[config.mk]
export PLATFORM = sky130hd
export DESIGN_NAME = button_press_classifier
export DESIGN_NICKNAME = d
export VERILOG_FILES = /design/src/sv/bcls_pkg.sv /design/src/sv/bcls_csr.sv /design/src/sv/bcls_step.sv /design/src/sv/button_press_classifier.sv
export SDC_FILE = /design/constraint.sdc
export NUM_CORES = 1
export LEC_CHECK = 0
export ABC_AREA = 1
export BUFFER_PORTS_ARGS = -buffer_cell sky130_fd_sc_hd__buf_2
export CAP_MARGIN = 40
export CELL_PAD_IN_SITES_DETAIL_PLACEMENT = 0
export CELL_PAD_IN_SITES_GLOBAL_PLACEMENT = 1
export CORE_MARGIN = 4
export CORE_UTILIZATION = 43
export DETAILED_ROUTE_END_ITERATION = 16
export GPL_ROUTABILITY_DRIVEN = 1
export PLACE_DENSITY_LB_ADDON = 0.1
export SYNTH_ARGS = -nofsm -noshare
export SYNTH_HDL_FRONTEND = slang
export SYNTH_SLANG_ARGS = --single-unit
[constraint.sdc]
create_clock -name clock -period 5.35 [get_ports clock]
set_input_delay 0.8025 -clock clock [delete_from_list [all_inputs] [get_ports clock]]
set_output_delay 0.8025 -clock clock [all_outputs]
set_load 0.02 [all_outputs]
[src/sv/bcls_pkg.sv]
`timescale 1ns / 1ps
// Shared types, codes and limits for the button press classifier.
// No dependencies; imported by every module of the block.
package bcls_pkg;

   localparam int unsigned LIMIT_W          = 20;
   localparam int unsigned HOLD_W           = 9;
   localparam int unsigned PHASE_W          = 3;
   localparam int unsigned EVENT_W          = 3;
   localparam int unsigned CSR_ADDR_W       = 5;
   localparam int unsigned CSR_DATA_W       = 32;
   localparam int unsigned CSR_INDEX_W      = 3;

   localparam int unsigned HOLD_CAP_TICKS   = 300;
   localparam int unsigned LONG_PRESS_TICKS = 80;
   localparam logic [HOLD_W-1:0] HOLD_CAP   = HOLD_W'(HOLD_CAP_TICKS);
   localparam logic [HOLD_W-1:0] LONG_PRESS = HOLD_W'(LONG_PRESS_TICKS);

   // phases
   localparam logic [PHASE_W-1:0] PH_IDLE   = 3'd0;
   localparam logic [PHASE_W-1:0] PH_WAIT   = 3'd1;
   localparam logic [PHASE_W-1:0] PH_OK     = 3'd2;
   localparam logic [PHASE_W-1:0] PH_CANCEL = 3'd3;
   localparam logic [PHASE_W-1:0] PH_UP     = 3'd4;
   localparam logic [PHASE_W-1:0] PH_DOWN   = 3'd5;

   // event codes
   localparam logic [EVENT_W-1:0] EV_NONE    = 3'd0;
   localparam logic [EVENT_W-1:0] EV_OK      = 3'd1;
   localparam logic [EVENT_W-1:0] EV_OK_LONG = 3'd2;
   localparam logic [EVENT_W-1:0] EV_CANCEL  = 3'd3;
   localparam logic [EVENT_W-1:0] EV_UP      = 3'd4;
   localparam logic [EVENT_W-1:0] EV_DOWN    = 3'd5;

   // function codes
   localparam logic FUNC_START = 1'b0;
   localparam logic FUNC_TICK  = 1'b1;

   // press modes
   localparam logic [1:0] MODE_NONE   = 2'd0;
   localparam logic [1:0] MODE_SINGLE = 2'd1;

   // register indexes
   localparam logic [CSR_INDEX_W-1:0] REG_PRESS_MODE     = 3'd0;
   localparam logic [CSR_INDEX_W-1:0] REG_ACTIVE_LOW     = 3'd1;
   localparam logic [CSR_INDEX_W-1:0] REG_OK_PRESENT     = 3'd2;
   localparam logic [CSR_INDEX_W-1:0] REG_CANCEL_PRESENT = 3'd3;
   localparam logic [CSR_INDEX_W-1:0] REG_UP_PRESENT     = 3'd4;
   localparam logic [CSR_INDEX_W-1:0] REG_DOWN_PRESENT   = 3'd5;

   typedef struct packed {
      logic [1:0] press_mode;
      logic       active_low;
      logic       ok_present;
      logic       cancel_present;
      logic       up_present;
      logic       down_present;
   } cfg_type;

   typedef struct packed {
      logic               func;
      logic [LIMIT_W-1:0] timeout_ticks;
      logic               ok_level;
      logic               cancel_level;
      logic               up_level;
      logic               down_level;
   } req_type;

   typedef struct packed {
      logic               emit;
      logic [EVENT_W-1:0] event_res;
      logic               ready_res;
   } step_out_type;

endpackage

[src/sv/bcls_csr.sv]
`timescale 1ns / 1ps
// Configuration registers behind an APB-style port.
// Depends on bcls_pkg for register indexes and the cfg_type struct.
module bcls_csr import bcls_pkg::*; (
   input  logic                  clock,
   input  logic                  reset,
   input  logic                  csr_psel,
   input  logic                  csr_penable,
   input  logic                  csr_pwrite,
   input  logic [CSR_ADDR_W-1:0] csr_paddr,
   input  logic [CSR_DATA_W-1:0] csr_pwdata,
   output logic [CSR_DATA_W-1:0] csr_prdata,
   output logic                  csr_pready,
   output cfg_type               cfg
);

   cfg_type                cfg_ff;
   cfg_type                cfg_in;
   logic [CSR_INDEX_W-1:0] index;
   logic                   wr_en;

   assign csr_pready = 1'b1;
   assign index      = csr_paddr[CSR_ADDR_W-1:2];
   assign wr_en      = csr_psel & csr_penable & csr_pwrite & csr_pready;
   assign cfg        = cfg_ff;

   always_comb begin
      cfg_in = cfg_ff;
      if (wr_en) begin
         case (index)
            REG_PRESS_MODE:     cfg_in.press_mode     = csr_pwdata[1:0];
            REG_ACTIVE_LOW:     cfg_in.active_low     = csr_pwdata[0];
            REG_OK_PRESENT:     cfg_in.ok_present     = csr_pwdata[0];
            REG_CANCEL_PRESENT: cfg_in.cancel_present = csr_pwdata[0];
            REG_UP_PRESENT:     cfg_in.up_present     = csr_pwdata[0];
            REG_DOWN_PRESENT:   cfg_in.down_present   = csr_pwdata[0];
            default:            cfg_in = cfg_ff;
         endcase
      end
   end

   always_comb begin
      case (index)
         REG_PRESS_MODE:     csr_prdata = CSR_DATA_W'(cfg_ff.press_mode);
         REG_ACTIVE_LOW:     csr_prdata = CSR_DATA_W'(cfg_ff.active_low);
         REG_OK_PRESENT:     csr_prdata = CSR_DATA_W'(cfg_ff.ok_present);
         REG_CANCEL_PRESENT: csr_prdata = CSR_DATA_W'(cfg_ff.cancel_present);
         REG_UP_PRESENT:     csr_prdata = CSR_DATA_W'(cfg_ff.up_present);
         REG_DOWN_PRESENT:   csr_prdata = CSR_DATA_W'(cfg_ff.down_present);
         default:            csr_prdata = '0;
      endcase
   end

   always_ff @(posedge clock) begin
      if (reset) begin
         cfg_ff.press_mode     <= MODE_NONE;
         cfg_ff.active_low     <= 1'b1;
         cfg_ff.ok_present     <= 1'b0;
         cfg_ff.cancel_present <= 1'b0;
         cfg_ff.up_present     <= 1'b0;
         cfg_ff.down_present   <= 1'b0;
      end else begin
         cfg_ff <= cfg_in;
      end
   end

endmodule

[src/sv/bcls_step.sv]
`timescale 1ns / 1ps
// Wait and hold state plus the per-word classification logic.
// Depends on bcls_pkg for phase and event codes and the shared structs.
module bcls_step import bcls_pkg::*; (
   input  logic         clock,
   input  logic         reset,
   input  logic         fire,
   input  req_type      req,
   input  cfg_type      cfg,
   output step_out_type res
);

   logic [PHASE_W-1:0] phase_ff,   phase_in;
   logic [LIMIT_W-1:0] elapsed_ff, elapsed_in;
   logic [LIMIT_W-1:0] limit_ff,   limit_in;
   logic [HOLD_W-1:0]  hold_ff,    hold_in;
   logic [LIMIT_W-1:0] elapsed_inc;
   logic               ready;
   logic               p_ok, p_cancel, p_up, p_down;

   assign ready = (cfg.press_mode != MODE_NONE) & (cfg.ok_present | cfg.cancel_present);

   // a level that differs from active_low reads as pressed after the xor
   assign p_ok     = cfg.ok_present     & (req.ok_level     ^ cfg.active_low);
   assign p_cancel = cfg.cancel_present & (req.cancel_level ^ cfg.active_low);
   assign p_up     = cfg.up_present     & (req.up_level     ^ cfg.active_low);
   assign p_down   = cfg.down_present   & (req.down_level   ^ cfg.active_low);

   assign elapsed_inc = elapsed_ff + LIMIT_W'(1);

   always_comb begin
      phase_in      = phase_ff;
      elapsed_in    = elapsed_ff;
      limit_in      = limit_ff;
      hold_in       = hold_ff;
      res.emit      = 1'b0;
      res.event_res = EV_NONE;
      res.ready_res = ready;
      if (req.func == FUNC_START) begin
         if (!ready || req.timeout_ticks == '0) begin
            res.emit = 1'b1;
            phase_in = PH_IDLE;
         end else begin
            phase_in   = PH_WAIT;
            elapsed_in = '0;
            limit_in   = req.timeout_ticks;
            hold_in    = '0;
         end
      end else begin
         case (phase_ff)
            PH_IDLE: begin
               phase_in = PH_IDLE;
            end
            PH_WAIT: begin
               if (p_ok) begin
                  phase_in = PH_OK;
                  hold_in  = HOLD_W'(1);
               end else if (p_cancel) begin
                  phase_in = PH_CANCEL;
               end else if (p_up) begin
                  phase_in = PH_UP;
               end else if (p_down) begin
                  phase_in = PH_DOWN;
               end else begin
                  elapsed_in = elapsed_inc;
                  if (elapsed_inc >= limit_ff) begin
                     res.emit = 1'b1;
                     phase_in = PH_IDLE;
                  end
               end
            end
            PH_OK: begin
               if (p_ok && hold_ff < HOLD_CAP) begin
                  hold_in = hold_ff + HOLD_W'(1);
               end else begin
                  res.emit = 1'b1;
                  phase_in = PH_IDLE;
                  if (cfg.press_mode == MODE_SINGLE) begin
                     res.event_res = (hold_ff >= LONG_PRESS) ? EV_OK_LONG : EV_CANCEL;
                  end else begin
                     res.event_res = EV_OK;
                  end
               end
            end
            PH_CANCEL: begin
               if (!p_cancel) begin
                  res.emit      = 1'b1;
                  res.event_res = EV_CANCEL;
                  phase_in      = PH_IDLE;
               end
            end
            PH_UP: begin
               if (!p_up) begin
                  res.emit      = 1'b1;
                  res.event_res = EV_UP;
                  phase_in      = PH_IDLE;
               end
            end
            PH_DOWN: begin
               if (!p_down) begin
                  res.emit      = 1'b1;
                  res.event_res = EV_DOWN;
                  phase_in      = PH_IDLE;
               end
            end
            default: begin
               phase_in = PH_IDLE;
            end
         endcase
      end
   end

   always_ff @(posedge clock) begin
      if (reset) begin
         phase_ff   <= PH_IDLE;
         elapsed_ff <= '0;
         limit_ff   <= '0;
         hold_ff    <= '0;
      end else if (fire) begin
         phase_ff   <= phase_in;
         elapsed_ff <= elapsed_in;
         limit_ff   <= limit_in;
         hold_ff    <= hold_in;
      end
   end

endmodule

[src/sv/button_press_classifier.sv]
`timescale 1ns / 1ps
// Top level of the button press classifier: input register, step logic, result register.
// Depends on bcls_pkg, bcls_csr and bcls_step.
//
//   channel | direction | handshake            | payload
//   req     | in        | req_valid/req_stall  | func, timeout_ticks, four button levels
//   rsp     | out       | rsp_valid/rsp_stall  | event_res, ready_res
//   csr     | in/out    | psel/penable/pready  | six configuration registers
//
// One word per cycle sustained while no result waits stalled. A word is held in the
// input register and is classified on its way into the result register.
// Words that produce no result leave no trace on rsp.
// req_stall rises only while the input register is full and a result waits stalled.
// Synchronous reset empties both registers and returns to the idle phase.
module button_press_classifier import bcls_pkg::*; (
   input  logic                  clock,
   input  logic                  reset,
   input  logic                  req_valid,
   output logic                  req_stall,
   input  logic                  req_func,
   input  logic [LIMIT_W-1:0]    req_timeout_ticks,
   input  logic                  req_ok_level,
   input  logic                  req_cancel_level,
   input  logic                  req_up_level,
   input  logic                  req_down_level,
   output logic                  rsp_valid,
   input  logic                  rsp_stall,
   output logic [EVENT_W-1:0]    rsp_event_res,
   output logic                  rsp_ready_res,
   input  logic                  csr_psel,
   input  logic                  csr_penable,
   input  logic                  csr_pwrite,
   input  logic [CSR_ADDR_W-1:0] csr_paddr,
   input  logic [CSR_DATA_W-1:0] csr_pwdata,
   output logic [CSR_DATA_W-1:0] csr_prdata,
   output logic                  csr_pready
);

   cfg_type            cfg;
   step_out_type       step_res;
   req_type            in_ff, in_in;
   logic               in_valid_ff, in_valid_in;
   logic               rsp_valid_ff, rsp_valid_in;
   logic [EVENT_W-1:0] event_ff, event_in;
   logic               ready_ff, ready_in;
   logic               accept;
   logic               advance;

   bcls_csr u_csr (
      .clock       (clock),
      .reset       (reset),
      .csr_psel    (csr_psel),
      .csr_penable (csr_penable),
      .csr_pwrite  (csr_pwrite),
      .csr_paddr   (csr_paddr),
      .csr_pwdata  (csr_pwdata),
      .csr_prdata  (csr_prdata),
      .csr_pready  (csr_pready),
      .cfg         (cfg)
   );

   bcls_step u_step (
      .clock (clock),
      .reset (reset),
      .fire  (advance),
      .req   (in_ff),
      .cfg   (cfg),
      .res   (step_res)
   );

   // the held word moves on whenever the result slot is free or being drained
   assign advance   = in_valid_ff & (~rsp_valid_ff | ~rsp_stall);
   assign req_stall = in_valid_ff & rsp_valid_ff & rsp_stall;
   assign accept    = req_valid & ~req_stall;

   assign in_in.func          = req_func;
   assign in_in.timeout_ticks = req_timeout_ticks;
   assign in_in.ok_level      = req_ok_level;
   assign in_in.cancel_level  = req_cancel_level;
   assign in_in.up_level      = req_up_level;
   assign in_in.down_level    = req_down_level;

   assign in_valid_in  = accept | (in_valid_ff & ~advance);
   assign rsp_valid_in = advance ? step_res.emit : (rsp_valid_ff & rsp_stall);
   assign event_in     = step_res.event_res;
   assign ready_in     = step_res.ready_res;

   assign rsp_valid     = rsp_valid_ff;
   assign rsp_event_res = event_ff;
   assign rsp_ready_res = ready_ff;

   always_ff @(posedge clock) begin
      if (reset) begin
         in_valid_ff  <= 1'b0;
         rsp_valid_ff <= 1'b0;
      end else begin
         in_valid_ff  <= in_valid_in;
         rsp_valid_ff <= rsp_valid_in;
      end
   end

   always_ff @(posedge clock) begin
      if (accept) begin
         in_ff <= in_in;
      end
      if (advance && step_res.emit) begin
         event_ff <= event_in;
         ready_ff <= ready_in;
      end
   end

endmodule

Word-level counts from Yosys, hierarchy flattened
Cells that the tools add are included.

Flip-flop bits (word level): 90. Input port bits: 69. Output and inout bits: 39. Word-level logic and storage cells: 134.

$add $sub $neg: 2. Order comparisons: 3. Eq/ne operators: 25. Muxes and demuxes: 41. Bitwise gates (word level): 26. Reduce and logical (&&, ||, !) cells: 17.

Operators by type and width (count): $mux W20 (7); $mux W9 (4); $mux W3 (11); $add A20 B1 Y20 const B (1); $ge A20 B20 Y1 (1); $logic_not A20 Y1 (1); $pmux W9 S2 (1); $mux W4 (4); $pmux W3 S5 (1); $and A1 B1 Y1 (13); $eq A3 B2 Y1 const B (4); $eq A3 B3 Y1 const B (4); $ne A3 B3 Y1 const B (4); $pmux W2 S6 (1); $pmux W3 S4 (1); $reduce_and A2 Y1 (6); $mux W1 (10); $ne A2 B2 Y1 const B (5); $add A9 B1 Y9 const B (1); $ge A9 B7 Y1 const B (1); $lt A9 B9 Y1 const B (1); $ne A7 B2 Y1 const B (1); $reduce_and A7 Y1 (1); $eq A3 B1 Y1 const B (2); other kinds (16) (28).

Logic depth before layout (Yosys ltp)
Depth after elaboration: 10. Depth in mapped cells: 21.

Modules after synthesis
Synthesis repeated with hierarchy kept, for this count alone.

Cells, all modules: 736. Area, all modules: 5277.6 µm².

By module, submodules not included: bcls_step (instances 1, cells each 586, area each 3656.0 µm²); button_press_classifier (instances 1, cells each 47, area each 975.9 µm²); bcls_csr (instances 1, cells each 103, area each 645.6 µm²).

Worst setup path before layout
Ideal clock, no wire load.

Path type: register to register. From: register u_step.elapsed_ff[4]. To: register event_ff[0] (netlist: rsp_event_res[0]), enable pin. Library setup time: 0.304 ns. Data arrival time: 2.400 ns. Setup slack: 2.646 ns. Cell stages (with the launch flop): 20. Path buffers: 0. Clock period less this slack: 2.704 ns. Path through: dfxtp_1 > inv_1 > nor4_4 > nand3_1 > nor2_1 > nand2_1 > xor2_1 > ha_1 > nand2_1 > nor2_1 > nand2_1 > nor2_1 > nand2_1 > nand4_1 > nand2_1 > nand2_1 > nand2_1 > nand2_1 > nand2_1 > inv_1.

Cells in the longest elaborated chain, start to end: 10.

Ends and longest elaborated chain: from (decl) (line bcls_step.sv:14) `logic [LIMIT_W-1:0] elapsed_ff, elapsed_in;`; from (signal assigned) (line bcls_step.sv:121) `elapsed_ff <= elapsed_in;`; $add A20 B1 Y20 (line bcls_step.sv:29) `assign elapsed_inc = elapsed_ff + LIMIT_W'(1);`; $ge A20 B20 Y1 (line bcls_step.sv:66) `if (elapsed_inc >= limit_ff) begin`; $mux W1 (line bcls_step.sv:66); $mux W1 (line bcls_step.sv:62) `end else if (p_down) begin`; $mux W1 (line bcls_step.sv:60) `end else if (p_up) begin`; $mux W1 (line bcls_step.sv:58) `end else if (p_cancel) begin`; $mux W1 (line bcls_step.sv:55) `if (p_ok) begin`; $pmux W1 S5 (line bcls_step.sv:50) `case (phase_ff)`; $mux W1 (line bcls_step.sv:39) `if (req.func == FUNC_START) begin`; $logic_and A1 B1 Y1 (line button_press_classifier.sv:106) `if (advance && step_res.emit) begin`; to (signal assigned) (line button_press_classifier.sv:107) `event_ff <= event_in;`; to (decl) (line button_press_classifier.sv:44) `logic [EVENT_W-1:0] event_ff, event_in;`.

No other way between the ends. A chain may end at the register's enable or synchronous reset.

Worst setup path after layout
From: register u_step.elapsed_ff[0]. To: register event_ff[1] (netlist: rsp_event_res[1]), enable pin.

The elaborated chain is that of the path after synthesis.

==> summary.md <==
| Metric | Value |
|---|---|
| Worst-path cell chain | `ha_1 -> nand3_1 -> inv_1 -> nand3_1 -> nor2_1 -> nand2_1 -> xor2_1 -> ha_1 -> nand2_1 -> nor2_1 -> nand2_1 -> nor2_1 -> nand2_1 -> nand4_1 -> nand2_1 -> nand2_1 -> nand2_1 -> nand2_1 -> nand2_1 -> inv_1` |
| IO buf count | `44` |
| Core Region | `11100 µm²` |
| CP dominant cell by count | `nand2_1` |
| Final Max Tran Viols | `0` |
| Share of the synthesized area in the top cell type | `24.6%` |
| Pleak | `2.27 nW` |
| Cts hold-fix bufs | `0` |
| Root Driver | `clkbuf_16` |
| Cell count after synthesis | `640` |
| Top_reg_cell synth | `dfxtp_1` |
| Worst Min Path Start | `u_step.elapsed_ff[6]$_SDFFE_PP0P_` |
| Adder-Cell Fraction of Synth Area | `5.54%` |
| CTS Buf Count | `9` |
| Ys async rst share | `0%` |
| GRT overflow | `0` |
| # fillers | `1101` |
| WP buf/inv | `2` |
| Flop2flop setup slack | `2.15 ns` |
| DR WL/cell | `12.2 µm` |
| Dominant cells by area after synthesis | `dfxtp_1, edfxtp_1, nand2_1, a21oi_1, inv_1` |
| Clock sinks | `90` |
| TNS Setup | `0 ns` |
| Crit-path slowest cell | `dfxtp_1` |
| Avg Inst Size Synth | `7.77 µm²` |
| Synth cell types | `41` |
| Layout cells sized above 1 | `11.7%` |
| Longest Clk Path Bufs | `2` |
| Sequential area share after synthesis | `42.1%` |
| Synth Area in Compound Gates | `11.9%` |
| Vias in the first global route | `3602` |
| Peak Freq | `between 0.3 and 0.4 GHz` |
| Final Hold Slack | `0.464 ns` |
| Total die area | `13300 µm²` |
| Clock Latency Late Sink | `0.34 ns` |
| Number of synthesized flops with an enable pin | `29` |
| Synthesized cell area | `4970 µm²` |
| H-tree Lvls | `3` |
| Via Count | `3983` |
| Post-synth top area cell | `dfxtp_1` |
| Final hold vios | `0` |
| CTS resizes | `0` |
| Initial antenna violation count | `0` |
| Row count | `38` |
| Die extent in x | `116 µm` |
| Max Cap Violations | `0` |
| First-pass GRT wire length | `16900 µm` |
| Crit. End Element | `flop` |
| Most common cell in the netlist | `nand2_1` |
| Status | `finished, final reports clean` |
| P per Cell Area | `265 nW/µm²` |
| Io pins | `108` |
| Clock Pin Slew Worst Setup and Hold Paths | `0.07 ns` |
| Tcrit/Tclk final | `59.9%` |
| CP required | `between 5 and 6 ns` |
| Synth Area in XOR/XNOR | `3.70%` |
| CTS tree | `done` |
| Critical Path AT | `3.24 ns` |
| 1st-pass router iterations | `4` |
| Worst hold path type | `reg -> reg` |
| Commonest cells post-synth | `nand2_1, inv_1, a21oi_1` |
| ANT cells | `0` |
| Largest net degree at the start of global routing | `41` |
| Routed Antenna Nets | `0` |
| Mux share of post-synthesis cell area | `0%` |
| Total GRT Usage | `between 15 and 20%` |
| Drt initial violations | `225` |
| Die height | `roughly 120 µm` |
| Slew headroom | `a little over two fifths` |
| Design Power | `between 1 and 1.5 mW` |
| CP Max Fanout | `5` |
| Least-Margin Pin Slew | `0.842 ns` |
| Layout Area Growth over Synthesis | `10.2%` |
| Final min period | `3.20 ns` |
| Worst flop-to-flop path startpoint | `u_step.elapsed_ff[0]$_SDFFE_PP0P_` |
| Reg2reg end | `rsp_event_res[1]$_SDFFCE_PN0P_` |
| WS Path Type | `reg -> reg` |
| GP Congestion | `0.822` |
| Slowest stage delay, CP | `0.42 ns` |
| Remaining DRCs | `0` |
| VDD IR max | `between 0.15 and 0.2 mV` |
| Final #Nets | `770` |
| Hold path depth | `2` |
| Reg2Reg Depth | `20` |
| Yosys warnings | `0` |
| Hold EP | `u_step.elapsed_ff[6]$_SDFFE_PP0P_` |
| Util after Layout | `49.4%` |
| RSZ-0062 raised after global routing | `no` |
| Final HPWL DP | `7490 µm` |
| Post-synthesis register bit count | `90` |
| Post-Route WL | `between 10000 and 15000 µm` |
| Post-synthesis simple-gate area fraction | `24.1%` |
| Setup Skew | `0.00950 ns` |
| Vias per inst | `4.83` |
| Top delay family on crit path | `simple AND/OR/NAND/NOR gates` |
| Largest family of logic cells by synthesized area | `simple AND/OR/NAND/NOR gates` |
| Initial Util | `44.9%` |
| Postcts setup bufs | `0` |
| Final setup viols | `0` |
| CP startpoint kind | `flop` |
## routing by layer
| metal | up-vias | part of all wire (%) | global-route usage, % | wire length, µm |
|---|---|---|---|---|
| met2 | 91 | 41 | 23.4 | 4140 |
| met4 | 0 | 0.72 | 4.85 | 72 |
| met5 | - | 0 | 0 | 0 |
| met1 | 1764 | 53 | 23.5 | 5330 |
| li1 | 2121 | - | - | - |
| met3 | 7 | 5.0 | 3.08 | 504 |
## per-stage QoR
| step | area, µm² | setup WS (ns) | std cells |
|---|---|---|---|
| after floorplan | 5080 | 2.65 | 669 |
| after global placement | 5180 | 2.21 | 808 |
| after detailed placement | 5180 | 2.13 | 808 |
| after CTS | 5480 | 2.12 | 824 |
| after global routing | 5480 | 1.82 | 824 |
| final | 5480 | 2.15 | 824 |
## worst max-delay path by stage
stage / from / slack [ns] / depth (start not counted) / end
finish: u_step.elapsed_ff[0]$_SDFFE_PP0P_ / 2.15 / 20 / rsp_event_res[1]$_SDFFCE_PN0P_
global route: u_step.elapsed_ff[0]$_SDFFE_PP0P_ / 1.82 / 20 / rsp_event_res[1]$_SDFFCE_PN0P_
CTS: u_step.elapsed_ff[0]$_SDFFE_PP0P_ / 2.12 / 20 / rsp_event_res[1]$_SDFFCE_PN0P_
detailed placement: u_step.elapsed_ff[0]$_SDFFE_PP0P_ / 2.13 / 20 / rsp_event_res[0]$_SDFFCE_PN0P_
global placement: u_step.elapsed_ff[0]$_SDFFE_PP0P_ / 2.21 / 20 / rsp_event_res[0]$_SDFFCE_PN0P_
floorplan: u_step.elapsed_ff[4]$_SDFFE_PP0P_ / 2.65 / 19 / rsp_event_res[0]$_SDFFCE_PN0P_
## registers in the layout (all words and copies together) (netlist names)
name,flops
rsp_event_res,3
u_step.hold_ff,9
in_valid_ff,1
rsp_ready_res,1
u_step.elapsed_ff,20
u_csr.cfg,7
u_step.phase_ff,3
rsp_valid,1
u_step.limit_ff,20
in_ff,25
## area by class of cell
| type | count | area [µm²] | area share, % |
|---|---|---|---|
| inverter | 83 | 312 | 5.69 |
| sequential | 90 | 2090 | 38.2 |
| timing repair buffer | 46 | 235 | 4.30 |
| tap | 140 | 175 | 3.20 |
| multi-input combinational | 449 | 2360 | 43.2 |
| clock buffer | 9 | 225 | 4.11 |
| clock inverter | 7 | 71.3 | 1.30 |
## power by group
group          internal, mW  total, mW  switching [mW]  leakage, nW
Clock                 0.333      0.632           0.298        0.149
Combinational        0.0221     0.0882          0.0661         1.35
Sequential            0.720      0.729         0.00860        0.775
Total                  1.08       1.45           0.373         2.27
## tightest hold or removal path, cell delays in order (launching register included)
cell and delay [ns]:
dfxtp_1 0.31, nand2_1 0.06, a21oi_1 0.05
## cells by family after synthesis
logic type / after synthesis
compound gates: 108
xor+xnor: 21
flops: 90
fa+ha+maj: 22
buf+inv: 130
simple gates: 267
other cells: 2
## layout by cell type, fill, tap and decap left out, types with 2 or more instances in the layout
master | synthesis | final
conb_1 | 2 | 31
nand4_1 | 7 | 7
xor2_1 | 18 | 18
o21ai_0 | 24 | 24
inv_6 | 0 | 3
nor2_2 | 2 | 2
nor2_1 | 42 | 42
nor3_2 | 4 | 4
nand2_1 | 150 | 150
inv_1 | 78 | 78
dfxtp_1 | 61 | 61
inv_2 | 4 | 4
nand3b_1 | 3 | 3
buf_4 | 31 | 2
a21oi_1 | 72 | 72
clkbuf_16 | 0 | 9
xnor2_1 | 3 | 3
ha_1 | 22 | 22
inv_8 | 0 | 4
nand2_4 | 2 | 2
buf_2 | 2 | 44
nor4_1 | 8 | 8
nor3_1 | 16 | 16
nor3_4 | 2 | 2
edfxtp_1 | 29 | 29
nand3_1 | 29 | 29
(Power assumes the default switching activity.)
